**src/design/msctb_pkg.sv**
```systemverilog
// ----------------------------------------------------------------------------
// msctb_pkg
// Shared types and codes for the countdown timer slot bank.
// ----------------------------------------------------------------------------
package msctb_pkg;

	localparam int MAX_RESULTS = 16;
	localparam int CNT_W       = $clog2(MAX_RESULTS + 1);

	typedef enum logic [1:0] {
		KIND_TICK  = 2'd0,
		KIND_START = 2'd1,
		KIND_STOP  = 2'd2
	} req_kind_t;

	typedef enum logic [1:0] {
		ST_IDLE,
		ST_SWEEP,
		ST_FLUSH
	} ctl_state_t;

	typedef struct packed {
		logic active;
		logic one_shot;
	} slot_flags_t;

	typedef struct packed {
		logic busy;
		logic shift;
	} ring_ctl_t;

endpackage

```
**src/design/msctb_cell.sv**
```systemverilog
// ----------------------------------------------------------------------------
// msctb_cell
// One timer slot of the ring: flags, interval and remaining count. Takes its
// neighbor's contents on shift, or a start/stop request while the ring rests.
// ----------------------------------------------------------------------------
module msctb_cell #(
	parameter int TIME_BITS = 32
) (
	input  logic                   clk,
	input  logic                   arst_n,
	input  logic                   shift,
	input  logic                   load,
	input  logic                   clear,
	input  logic                   load_one_shot,
	input  logic [TIME_BITS-1:0]   load_interval,
	input  msctb_pkg::slot_flags_t nb_flags,
	input  logic [TIME_BITS-1:0]   nb_interval,
	input  logic [TIME_BITS-1:0]   nb_remaining,
	output msctb_pkg::slot_flags_t flags,
	output logic [TIME_BITS-1:0]   interval_val,
	output logic [TIME_BITS-1:0]   remaining_val
);
	import msctb_pkg::*;

	slot_flags_t          flags_q;
	logic [TIME_BITS-1:0] interval_q;
	logic [TIME_BITS-1:0] remaining_q;

	always_ff @(posedge clk or negedge arst_n) begin
		if (!arst_n) begin
			flags_q <= '0;
		end else if (shift) begin
			flags_q <= nb_flags;
		end else if (load) begin
			flags_q.active   <= 1'b1;
			flags_q.one_shot <= load_one_shot;
		end else if (clear) begin
			flags_q.active <= 1'b0;
		end
	end

	always_ff @(posedge clk) begin
		if (shift) begin
			interval_q  <= nb_interval;
			remaining_q <= nb_remaining;
		end else if (load) begin
			interval_q  <= load_interval;
			remaining_q <= load_interval;
		end
	end

	assign flags         = flags_q;
	assign interval_val  = interval_q;
	assign remaining_val = remaining_q;

endmodule

```
**src/design/msctb_ctrl.sv**
```systemverilog
// ----------------------------------------------------------------------------
// msctb_ctrl
// Tick sequencer: rotates the ring once, updates the slot at the head,
// holds one pending expiry to mark the last one, and drives the result
// register.
// ----------------------------------------------------------------------------
module msctb_ctrl #(
	parameter int NUM_SLOTS = 16,
	parameter int TIME_BITS = 32
) (
	input  logic                   clk,
	input  logic                   arst_n,
	input  logic                   tick_go,
	input  msctb_pkg::slot_flags_t head_flags,
	input  logic [TIME_BITS-1:0]   head_interval,
	input  logic [TIME_BITS-1:0]   head_remaining,
	output msctb_pkg::slot_flags_t ret_flags,
	output logic [TIME_BITS-1:0]   ret_interval,
	output logic [TIME_BITS-1:0]   ret_remaining,
	output msctb_pkg::ring_ctl_t   ring_ctl,
	input  logic                   out_stall,
	output logic                   out_valid,
	output logic [3:0]             expired_slot,
	output logic                   was_one_shot,
	output logic                   last
);
	import msctb_pkg::*;

	localparam int PW = (NUM_SLOTS > 1) ? $clog2(NUM_SLOTS) : 1;
	localparam logic [PW-1:0] POS_LAST = PW'(NUM_SLOTS - 1);

	ctl_state_t       state_q, state_d;
	logic [PW-1:0]    pos_q;
	logic [CNT_W-1:0] cnt_q;
	logic             pend_valid_q;
	logic [PW-1:0]    pend_slot_q;
	logic             pend_one_shot_q;
	logic             out_valid_q;
	logic [3:0]       out_slot_q;
	logic             out_one_shot_q;
	logic             out_last_q;

	logic [TIME_BITS-1:0] dec;
	logic                 expire;
	logic                 report;
	logic                 out_free;
	logic                 shift;
	logic                 push;
	logic                 push_last;
	logic                 pend_load;
	logic                 pend_drop;
	logic [PW+3:0]        pend_slot_ext;

	assign dec      = head_remaining - 1'b1;
	assign expire   = head_flags.active && (dec == '0);
	assign report   = cnt_q < CNT_W'(MAX_RESULTS);
	assign out_free = !out_valid_q || !out_stall;

	always_comb begin
		ret_interval      = head_interval;
		ret_flags         = head_flags;
		ret_remaining     = head_flags.active ? dec : head_remaining;
		if (expire) begin
			if (head_flags.one_shot) begin
				ret_flags.active = 1'b0;
			end else begin
				ret_remaining = head_interval;
			end
		end
	end

	always_comb begin
		state_d = state_q;
		case (state_q)
			ST_IDLE: begin
				if (tick_go) begin
					state_d = ST_SWEEP;
				end
			end
			ST_SWEEP: begin
				if (shift && pos_q == POS_LAST) begin
					state_d = ST_FLUSH;
				end
			end
			ST_FLUSH: begin
				if (!pend_valid_q || out_free) begin
					state_d = ST_IDLE;
				end
			end
			default: state_d = ST_IDLE;
		endcase
	end

	always_comb begin
		shift     = 1'b0;
		push      = 1'b0;
		push_last = 1'b0;
		pend_load = 1'b0;
		pend_drop = 1'b0;
		case (state_q)
			ST_SWEEP: begin
				if (expire && report && pend_valid_q) begin
					push  = out_free;
					shift = out_free;
				end else begin
					shift = 1'b1;
				end
				pend_load = shift && expire && report;
			end
			ST_FLUSH: begin
				if (pend_valid_q && out_free) begin
					push      = 1'b1;
					push_last = 1'b1;
					pend_drop = 1'b1;
				end
			end
			default: ;
		endcase
	end

	always_ff @(posedge clk or negedge arst_n) begin
		if (!arst_n) begin
			state_q      <= ST_IDLE;
			pos_q        <= '0;
			cnt_q        <= '0;
			pend_valid_q <= 1'b0;
			out_valid_q  <= 1'b0;
		end else begin
			state_q <= state_d;
			if (tick_go) begin
				pos_q <= '0;
				cnt_q <= '0;
			end else if (shift) begin
				pos_q <= (pos_q == POS_LAST) ? '0 : pos_q + 1'b1;
				if (pend_load) begin
					cnt_q <= cnt_q + 1'b1;
				end
			end
			if (pend_load) begin
				pend_valid_q <= 1'b1;
			end else if (pend_drop) begin
				pend_valid_q <= 1'b0;
			end
			if (push) begin
				out_valid_q <= 1'b1;
			end else if (!out_stall) begin
				out_valid_q <= 1'b0;
			end
		end
	end

	assign pend_slot_ext = {4'b0, pend_slot_q};

	always_ff @(posedge clk) begin
		if (pend_load) begin
			pend_slot_q     <= pos_q;
			pend_one_shot_q <= head_flags.one_shot;
		end
		if (push) begin
			out_slot_q     <= pend_slot_ext[3:0];
			out_one_shot_q <= pend_one_shot_q;
			out_last_q     <= push_last;
		end
	end

	assign ring_ctl.busy  = (state_q != ST_IDLE);
	assign ring_ctl.shift = shift;
	assign out_valid      = out_valid_q;
	assign expired_slot   = out_slot_q;
	assign was_one_shot   = out_one_shot_q;
	assign last           = out_last_q;

endmodule

```
**src/design/multi_slot_countdown_timer_bank_unit.sv**
```systemverilog
// ----------------------------------------------------------------------------
// multi_slot_countdown_timer_bank_unit
// Bank of one-shot / periodic countdown timers held in a rotating ring of
// slot cells; a tick walks every slot past the head update once.
// ----------------------------------------------------------------------------
//  channel  signals                                      direction
//  in       in_valid/in_stall kind slot interval one_shot  request in
//  out      out_valid/out_stall expired_slot was_one_shot last  result out
//
//  Start and stop load or clear the slot directly. A tick rotates the ring
//  one slot per cycle while out_stall does not hold a full result register,
//  then a flush state passes on the last pending result.
//  Reset clears all active and one-shot flags at once; no clearing pass.
//  in_stall is high for the whole tick sweep.
// ----------------------------------------------------------------------------
module multi_slot_countdown_timer_bank_unit #(
	parameter int NUM_SLOTS = 16,
	parameter int TIME_BITS = 32
) (
	input  logic        clk,
	input  logic        arst_n,
	input  logic        in_valid,
	output logic        in_stall,
	input  logic [1:0]  kind,
	input  logic [3:0]  slot,
	input  logic [31:0] interval,
	input  logic        one_shot,
	output logic        out_valid,
	input  logic        out_stall,
	output logic [3:0]  expired_slot,
	output logic        was_one_shot,
	output logic        last
);
	import msctb_pkg::*;

	ring_ctl_t            ring_ctl;
	logic                 in_acc;
	logic                 tick_go;
	logic                 start_go;
	logic                 stop_go;
	logic [TIME_BITS+31:0] interval_ext;
	logic [TIME_BITS-1:0]  load_interval;
	logic [NUM_SLOTS-1:0]  load;

	slot_flags_t          flags     [NUM_SLOTS];
	logic [TIME_BITS-1:0] intervals [NUM_SLOTS];
	logic [TIME_BITS-1:0] remains   [NUM_SLOTS];

	slot_flags_t          ret_flags;
	logic [TIME_BITS-1:0] ret_interval;
	logic [TIME_BITS-1:0] ret_remaining;

	assign in_stall      = ring_ctl.busy;
	assign in_acc        = in_valid && !in_stall;
	assign tick_go       = in_acc && (kind == KIND_TICK);
	assign start_go      = in_acc && (kind == KIND_START);
	assign stop_go       = in_acc && (kind == KIND_STOP);
	assign interval_ext  = {{TIME_BITS{1'b0}}, interval};
	assign load_interval = interval_ext[TIME_BITS-1:0];

	for (genvar k = 0; k < NUM_SLOTS; k++) begin : g_ring
		slot_flags_t          nb_flags;
		logic [TIME_BITS-1:0] nb_interval;
		logic [TIME_BITS-1:0] nb_remaining;
		logic                 hit;

		assign hit     = (32'(slot) == k);
		assign load[k] = start_go && hit;

		if (k == NUM_SLOTS - 1) begin : g_tail
			assign nb_flags     = ret_flags;
			assign nb_interval  = ret_interval;
			assign nb_remaining = ret_remaining;
		end else begin : g_mid
			assign nb_flags     = flags[k+1];
			assign nb_interval  = intervals[k+1];
			assign nb_remaining = remains[k+1];
		end

		msctb_cell #(
			.TIME_BITS(TIME_BITS)
		) u_cell (
			.clk           (clk),
			.arst_n        (arst_n),
			.shift         (ring_ctl.shift),
			.load          (load[k]),
			.clear         (stop_go && hit),
			.load_one_shot (one_shot),
			.load_interval (load_interval),
			.nb_flags      (nb_flags),
			.nb_interval   (nb_interval),
			.nb_remaining  (nb_remaining),
			.flags         (flags[k]),
			.interval_val  (intervals[k]),
			.remaining_val (remains[k])
		);
	end

	msctb_ctrl #(
		.NUM_SLOTS(NUM_SLOTS),
		.TIME_BITS(TIME_BITS)
	) u_ctrl (
		.clk            (clk),
		.arst_n         (arst_n),
		.tick_go        (tick_go),
		.head_flags     (flags[0]),
		.head_interval  (intervals[0]),
		.head_remaining (remains[0]),
		.ret_flags      (ret_flags),
		.ret_interval   (ret_interval),
		.ret_remaining  (ret_remaining),
		.ring_ctl       (ring_ctl),
		.out_stall      (out_stall),
		.out_valid      (out_valid),
		.expired_slot   (expired_slot),
		.was_one_shot   (was_one_shot),
		.last           (last)
	);

`ifndef NO_ASSERTIONS
	a_tick_busy: assert property (@(posedge clk) disable iff (!arst_n)
		tick_go |=> in_stall)
		else $error("tick request did not start a sweep");

	a_no_load_in_sweep: assert property (@(posedge clk) disable iff (!arst_n)
		ring_ctl.shift |-> (load == '0))
		else $error("slot load during ring rotation");

	a_stall_cause: assert property (@(posedge clk) disable iff (!arst_n)
		$rose(in_stall) |-> $past(in_valid) && $past(kind) == KIND_TICK)
		else $error("sweep started without a tick request");
`endif

endmodule
```
**config.mk**
```make
export PLATFORM = sky130hd
export DESIGN_NAME = multi_slot_countdown_timer_bank_unit
export DESIGN_NICKNAME = d
export VERILOG_FILES = /design/src/design/msctb_pkg.sv /design/src/design/msctb_cell.sv /design/src/design/msctb_ctrl.sv /design/src/design/multi_slot_countdown_timer_bank_unit.sv
export SDC_FILE = /design/constraint.sdc
export NUM_CORES = 1
export LEC_CHECK = 0
export BUFFER_PORTS_ARGS = -buffer_cell sky130_fd_sc_hd__buf_2
export CORE_MARGIN = 5
export CORE_UTILIZATION = 25
export DETAILED_ROUTE_END_ITERATION = 8
export PLACE_DENSITY = 0.41
export SETUP_SLACK_MARGIN = 0.5
export SYNTH_ARGS = -nofsm -noshare
export SYNTH_HDL_FRONTEND = slang
export SYNTH_HIERARCHICAL = 1
export SYNTH_SLANG_ARGS = --single-unit
```
**constraint.sdc**
```tcl
create_clock -name clk -period 4.8 [get_ports clk]
set_input_delay 1.2 -clock clk [delete_from_list [all_inputs] [get_ports clk]]
set_output_delay 1.2 -clock clk [all_outputs]
set_load 0.005 [all_outputs]
```
==> metrics, run 1 <==
register area share after synthesis=67.8%; Layout area overhead=14.5%; post-route ant nets=0; asr flop ratio synth=4.17%; first-pass GRT wire length=175000 um; Synth Net Count=4357; GRT Resource Usage Total=11.3%; status=completed; Max IR drop VDD=0.000476 V; TritonCTS clock tree=yes; fin crit share=90.7%; Int Power=26.2 mW; CORE AREA=190000 um^2; initial antenna violation count=13; RSZ-0062 raised after global routing=true; switching power total=13.5 mW; Final Slew Violations=0; DR pass1 iterations=7; drt wl/cell=16.3 um; Detailed Route Iter0 Violations=1944; Mapped Avg Cell Area=11.0 um^2; HPWL after DPL=65100 um; FF+latch count, synth=1080; maximum root-to-sink buffer count=3; Flop pwr share=46.4%; vias per inst=4.18; Horiz. Die Dim=446 um; Worst setup SP type=flip-flop; Hold/Removal Path Class=flip-flop to flip-flop; f_max=230 MHz; Nets=4372; Relative slew margins=24.1%; complex-gate fraction of the synthesized area=1.63%; Synth Area in Simple Gates=26.1%; GPL Wtd Cong=0.718; CP Max Fanout=250; CP bufs+invs=3; static leakage=21.5 nW; CP Capture Type=flip-flop; multiplexer share of the synthesized area=0.490%; Max Cap Viol=0; Clock Skew=0.0232 ns; Hold Vio Cnt, Final=0; Synthesis Warnings=6; worst slew pin tran=1.14 ns; die height=446 um; # setup viols final=0; Rows=160; TNS Setup=0 ns; total number of vias=29013; grt ovf=0; die area=199000 um^2; CTS Buf Count=130; Worst-Skew Late Latency=0.75 ns; CP max stage cell=or4_1; largest net degree at the start of global routing=251; Power Density=730 nW/um^2; R2R depth=11; clock root cell=clkbuf_16; largest family of logic cells by synthesized area=simple AND/OR/NAND/NOR gates; CP delay by family, top=simple AND/OR/NAND/NOR gates; Clock transition at path regs=0.06 ns; fraction of the mapped netlist area in adder cells=0.211%; XOR/XNOR share of the synthesized area=0.590%; CTS Sinks=1080; vias in the first global route=29012; I/O pin cnt=51; mapped cell area=47500 um^2; Post-synth EDFFs=1035; Sw Ratio=34.0%; Cells on Worst Hold Path=2; CP cell instances=or4_1, nor4_1, buf_4, nand4b_1, a211o_1, and2_4, o31ai_4, bufinv_16, buf_12, nand2b_1, nand2_1; Buffers on Ports=50; biggest cell delay along the critical path=0.67 ns; Logic pwr share=29.7%; Post-Route WL=113000 um; CTS H-tree lvls=4; crit path time final=4.35 ns; Finished Layout Cells=6937; clock power share=24.0%; Syn Inst Count=4306; layout cell share with drive strength beyond 1=7.58%; CTS Hold Buffers Added=0; DRC=0; Starting Density=25.1%; synth unique cells=66; Setup CP Type=flip-flop to flip-flop; WP data required=5.41 ns; Post-Place Cells=6692; CP arrival=4.96 ns; Critical Path Stages=11; ys flop type=edfxtp_1
## metal layers
metal	wire, um	track usage, %	vias up
li1	-	-	14298
met3	4360	2.22	158
met5	0	0	-
met4	2490	3.28	0
met1	56200	16.0	14161
met2	50100	17.5	396
## state kept, by name, indices dropped and copies added, names as in the netlist
name and cells:
g_ring.u_cell/interval_val 512, g_ring.u_cell/remaining_val 512, g_ring.u_cell/flags 32, u_ctrl/cnt_q 5, u_ctrl/expired_slot 4, u_ctrl/pend_slot_q 4, u_ctrl/pos_q 4, u_ctrl/state_q 2
u_ctrl/last 1, u_ctrl/out_valid 1, u_ctrl/pend_one_shot_q 1, u_ctrl/pend_valid_q 1, u_ctrl/was_one_shot 1
## final timing paths
check                                              startpoint                            endpoint  slack, ns
max                        g_ring[0].u_cell/remaining_val[18]  g_ring[0].u_cell/remaining_val[18]       0.45
min                                 g_ring[8].u_cell/flags[0]           g_ring[7].u_cell/flags[0]       0.49
max reg2reg                g_ring[0].u_cell/remaining_val[18]  g_ring[0].u_cell/remaining_val[18]       0.45
min reg2reg                         g_ring[8].u_cell/flags[0]           g_ring[7].u_cell/flags[0]       0.49
max in group asynchronous                              arst_n          g_ring[13].u_cell/flags[1]       3.76
min in group asynchronous                              arst_n                    u_ctrl/out_valid       0.57
## logic make-up (layout without fill, tap and decap cells)
logic type,Yosys count,after routing
compound gates,104,104
xor+xnor,32,32
fa+ha+maj,8,8
buf+inv,245,358
flops,1080,1080
mux,22,22
other cells,0,5
simple gates,2815,2817
## synthesized netlist by cell type (3+ instances only)
| cell type | number | area (um^2) |
|---|---|---|
| a211o_1 | 3 | 26.3 |
| o21a_1 | 3 | 22.5 |
| nand2_1 | 2088 | 7840 |
| buf_6 | 40 | 450 |
| nand4bb_1 | 8 | 90.1 |
| nor4_1 | 17 | 106 |
| nor2_2 | 6 | 37.5 |
| or2_2 | 18 | 113 |
| o31ai_1 | 4 | 30.0 |
| xor2_1 | 13 | 114 |
| edfxtp_1 | 1035 | 31100 |
| and4_1 | 4 | 35.0 |
| or4_1 | 6 | 45.0 |
| ha_1 | 8 | 100 |
| clkbuf_1 | 27 | 101 |
| a31oi_1 | 3 | 18.8 |
| inv_1 | 12 | 45.0 |
| o31a_1 | 17 | 149 |
| nand3_1 | 16 | 80.1 |
| nand2b_1 | 535 | 3350 |
| a21oi_1 | 10 | 50.1 |
| buf_2 | 129 | 646 |
| buf_4 | 35 | 263 |
| or3_1 | 4 | 25.0 |
| nor3b_1 | 5 | 37.5 |
| dfrtp_1 | 45 | 1130 |
| o21ai_0 | 19 | 95.1 |
| nor2_1 | 41 | 154 |
| nand4b_1 | 5 | 43.8 |
| xnor2_1 | 19 | 166 |
| nor3_1 | 16 | 80.1 |
| nor4b_1 | 5 | 43.8 |
| nor2b_1 | 21 | 131 |
| mux2i_1 | 18 | 180 |
| a21o_1 | 33 | 248 |
## cell type report
type,instances,area (um^2)
antenna,5,12.5
clock buffer,168,3520
clock inverter,64,549
fill,19551,135000
inverter,13,75.1
multi-input combinational,2983,13900
sequential,1080,32200
tap,2511,3140
timing repair buffer,113,1060
## placed cells by master (no fill, tap or decap), types with 10 or more instances in the layout
master,instances
a21o_1,33
a21oi_1,10
buf_12,19
buf_2,50
buf_4,38
clkbuf_1,31
clkbuf_16,135
clkinv_1,27
clkinv_2,17
dfrtp_1,45
edfxtp_1,1035
inv_1,12
mux2i_1,18
nand2_1,2088
nand2b_1,535
nand3_1,16
nor2_1,41
nor2b_1,21
nor3_1,16
nor4_1,17
o21ai_0,19
o31a_1,17
or2_4,18
xnor2_1,19
xor2_1,13
## worst min-delay path, stage by stage (launching register included)
cell     delay (ns)
dfrtp_1        0.34
nand2_1        0.05
o21ai_0        0.06
## metrics by stage
step | cell area, um^2 | hold slack, ns | power (mW) | util, % | setup WS [ns]
floorplan | 47600 | 0.400 | 26.7 | - | 0.666
global placement | 50200 | 0.469 | 30.4 | 26.5 | 0.240
detailed placement | 50200 | 0.474 | 30.4 | 26.5 | 0.179
CTS | 54400 | 0.489 | 40.5 | 28.7 | 0.498
global route | 54400 | 0.527 | 42.6 | 28.7 | 0.401
finish | 54400 | 0.489 | 39.7 | 28.7 | 0.447
## power by group through the flow
stage	clock network, mW	registers, mW	logic (mW)
floorplan	0	18.1	8.67
global placement	0	18.6	11.8
detailed placement	0	18.6	11.8
CTS	9.90	18.5	12.1
global route	10.3	18.8	13.4
finish	9.52	18.4	11.8
## repair_timing
item / CTS / global route
buffers inserted: 0 / 4
gates resized for setup: 8 / 6
setup endpoints to repair: 380 / 1054
pin swaps: 3 / 1
cloned: 4 / 0
Note: power is estimated with default switching activity, not from simulation.
==> run 2: changes to the inputs <==
CELL_PAD_IN_SITES_DETAIL_PLACEMENT = 0   (was default)
CELL_PAD_IN_SITES_GLOBAL_PLACEMENT = 2   (was default)
PLACE_DENSITY = 0.54   (was 0.41)
==> metrics, run 2 (synthesis results as in run 1) <==
status=completed; Max Cap Viol=0 (unchanged); Nets=4401 (+0.66%); Worst Hold Path EP=u_ctrl/was_one_shot; Finished Layout Cells=6968 (+0.45%); I/O pin cnt=51 (unchanged); Layout area overhead=15.1%; HPWL after DPL=68800 um (+5.6%); Worst-Skew Late Latency=0.76 ns (about the same); die area=199000 um^2 (unchanged); post-placement cell area=50300 um^2 (+0.22%); R2R depth=10 (-1); CTS Sinks=1080 (unchanged); Post-Place Cells=6702 (+0.15%); Rows=160 (unchanged); Max IR drop VDD=0.000326 V (-32%); RSZ-0062 raised after global routing=false; Buffers on Ports=50 (unchanged); worst slew pin tran=1.17 ns (+0.0347 ns); vias in the first global route=29174 (+0.56%); Post-Route WL=123000 um (+8.4%); Setup CP Type=flip-flop to flip-flop; RR Endpoint=g_ring[0].u_cell/interval_val[10]; WP data required=5.27 ns (-0.14 ns); CTS Hold Buffers Added=0 (unchanged); Filler Cell Count=19469 (-0.42%); clock root cell=clkbuf_16; Relative slew margins=21.2% (-2.9 points); GRT Resource Usage Total=12.0% (+0.72 points); hold_sp=u_ctrl/pend_one_shot_q; CTS H-tree lvls=4 (unchanged); fin crit share=86.2% (-4.5 points); Cells on Worst Hold Path=0 (-2); post-route ant nets=0 (unchanged); Final Slew Violations=0 (unchanged); vias per inst=4.20 (+0.36%); CP cell instances=or4_4, or4_4, o31a_1, a211oi_4, nand4_4, o31ai_4, buf_6, clkinv_16, or2_4, buf_12; initial antenna violation count=16 (+3); CP Capture Type=flip-flop; largest net degree at the start of global routing=163 (-35%); most common cell after layout, fill and taps aside=nand2_1; Worst setup SP type=flip-flop; most used cell, CP=or4_4; f_max=242 MHz (+5.3%); GPL Wtd Cong=0.705 (-1.9%); CP arrival=4.61 ns (-0.35 ns); maximum root-to-sink buffer count=3 (unchanged); first-pass GRT wire length=183000 um (+4.5%); final instance area=54700 um^2 (+0.47%); static leakage=21.6 nW (+0.64%); Detailed Route Iter0 Violations=1816 (-6.6%); DRC=0 (unchanged); die height=446 um (unchanged); r2r setup slk=0.66 ns (+0.22 ns); Hold/Removal Path Class=flip-flop to flip-flop; DR pass1 iterations=5 (-2); Horiz. Die Dim=446 um (unchanged); Final Total Pwr=40.2 mW (+1.3%); crit path time final=4.14 ns (-0.217 ns); Clock transition at path regs=0.06 ns (about the same); Clock Skew=0.0330 ns (+0.00985 ns); CP Max Fanout=39 (-84%); Starting Density=25.1% (unchanged); TNS Setup=0 ns (unchanged); grt ovf=0 (unchanged); TritonCTS clock tree=yes; # setup viols final=0 (unchanged); Power Density=736 nW/um^2 (+0.83%); biggest cell delay along the critical path=0.58 ns (-0.09 ns); dpl ws=0.309 ns (+0.129 ns); total number of vias=29248 (+0.81%); worst r2r src=g_ring[0].u_cell/remaining_val[9]; CORE AREA=190000 um^2 (unchanged); CP max stage cell=or4_4; most frequent cells in the layout=2088 x nand2_1, 1035 x edfxtp_1, 535 x nand2b_1; Hold Vio Cnt, Final=0 (unchanged); drt wl/cell=17.6 um (+7.9%); layout cell share with drive strength beyond 1=8.04% (+0.47 points); fin worst setup slack=0.664 ns (+0.217 ns); CTS Buf Count=133 (+2.3%)
-- run 2: cell types whose count changed in the layout (fill, tap and decap cells not counted), moves of 2 or more --
cell,delta
inv_8,+2
clkinv_1,+6
diode_2,+2
buf_12,+2
buf_4,+13
clkbuf_16,+4
bufinv_16,-2
or2_2,+6
buf_6,+2
or2_4,-2
-- run 2: worst max path at each step --
| stage | endpoint | slack [ns] | cells past startpoint | startpoint |
|---|---|---|---|---|
| floorplan | g_ring[0].u_cell/interval_val[0] | 0.67 | 14 | g_ring[0].u_cell/remaining_val[8] |
| global placement | g_ring[3].u_cell/remaining_val[12] | 0.39 | 9 | g_ring[0].u_cell/remaining_val[4] |
| detailed placement | g_ring[2].u_cell/remaining_val[5] | 0.31 | 9 | g_ring[0].u_cell/remaining_val[4] |
| CTS | g_ring[10].u_cell/remaining_val[2] | 0.45 | 10 | g_ring[0].u_cell/remaining_val[5] |
| global route | g_ring[0].u_cell/interval_val[10] | 0.52 | 13 | g_ring[0].u_cell/remaining_val[1] |
| finish | g_ring[0].u_cell/interval_val[10] | 0.66 | 10 | g_ring[0].u_cell/remaining_val[9] |
-- run 2: repair_timing --
action,4_1_cts,5_1_grt
cloned,5,6
setup buffers,5,8
pin swaps,9,1
endpoints found under the setup margin,1026,1182
resized for setup,6,8
-- run 2: per-layer routing --
layer | wire (um) | global-route usage [%]
met1 | 59700 | 16.7
met2 | 55600 | 19.2
met3 | 4730 | 2.31
met4 | 2560 | 3.31
met5 | 0 | 0
-- run 2: worst max-delay path, delay by kind of cell (launching register included) --
family                 cells  cell delay [ns]
AND/OR/NAND/NOR            4             1.79
AO/OA/AOI/OAI              3             0.85
buffers and inverters      3             0.70
flip-flops                 1             0.45
-- run 2: cell type report --
class                   instances  area (um^2)  area share, %
clock buffers                 168         3520           6.44
clock inverters                67          520          0.952
inverters                      13         75.1          0.137
flip-flops and latches       1080        32200           58.9
repair inverters                2         22.5         0.0412
diodes                          7         17.5         0.0320
repair buffers                133         1290           2.35
multi-input cells            2987        13900           25.4
well taps                    2511         3140           5.74
-- run 2: power breakdown --
part	leakage, nW	internal [mW]	switching, mW
clock	1.97	5.51	3.97
combinational	9.21	3.77	8.52
sequential	10.4	17.0	1.45
-- run 2: metrics by stage --
| step | hold WS, ns | utilization, % |
|---|---|---|
| global route | 0.426 | 28.8 |
| detailed placement | 0.410 | 26.5 |
| floorplan | 0.400 | - |
| finish | 0.409 | 28.9 |
| global placement | 0.405 | 26.5 |
| CTS | 0.396 | 28.7 |
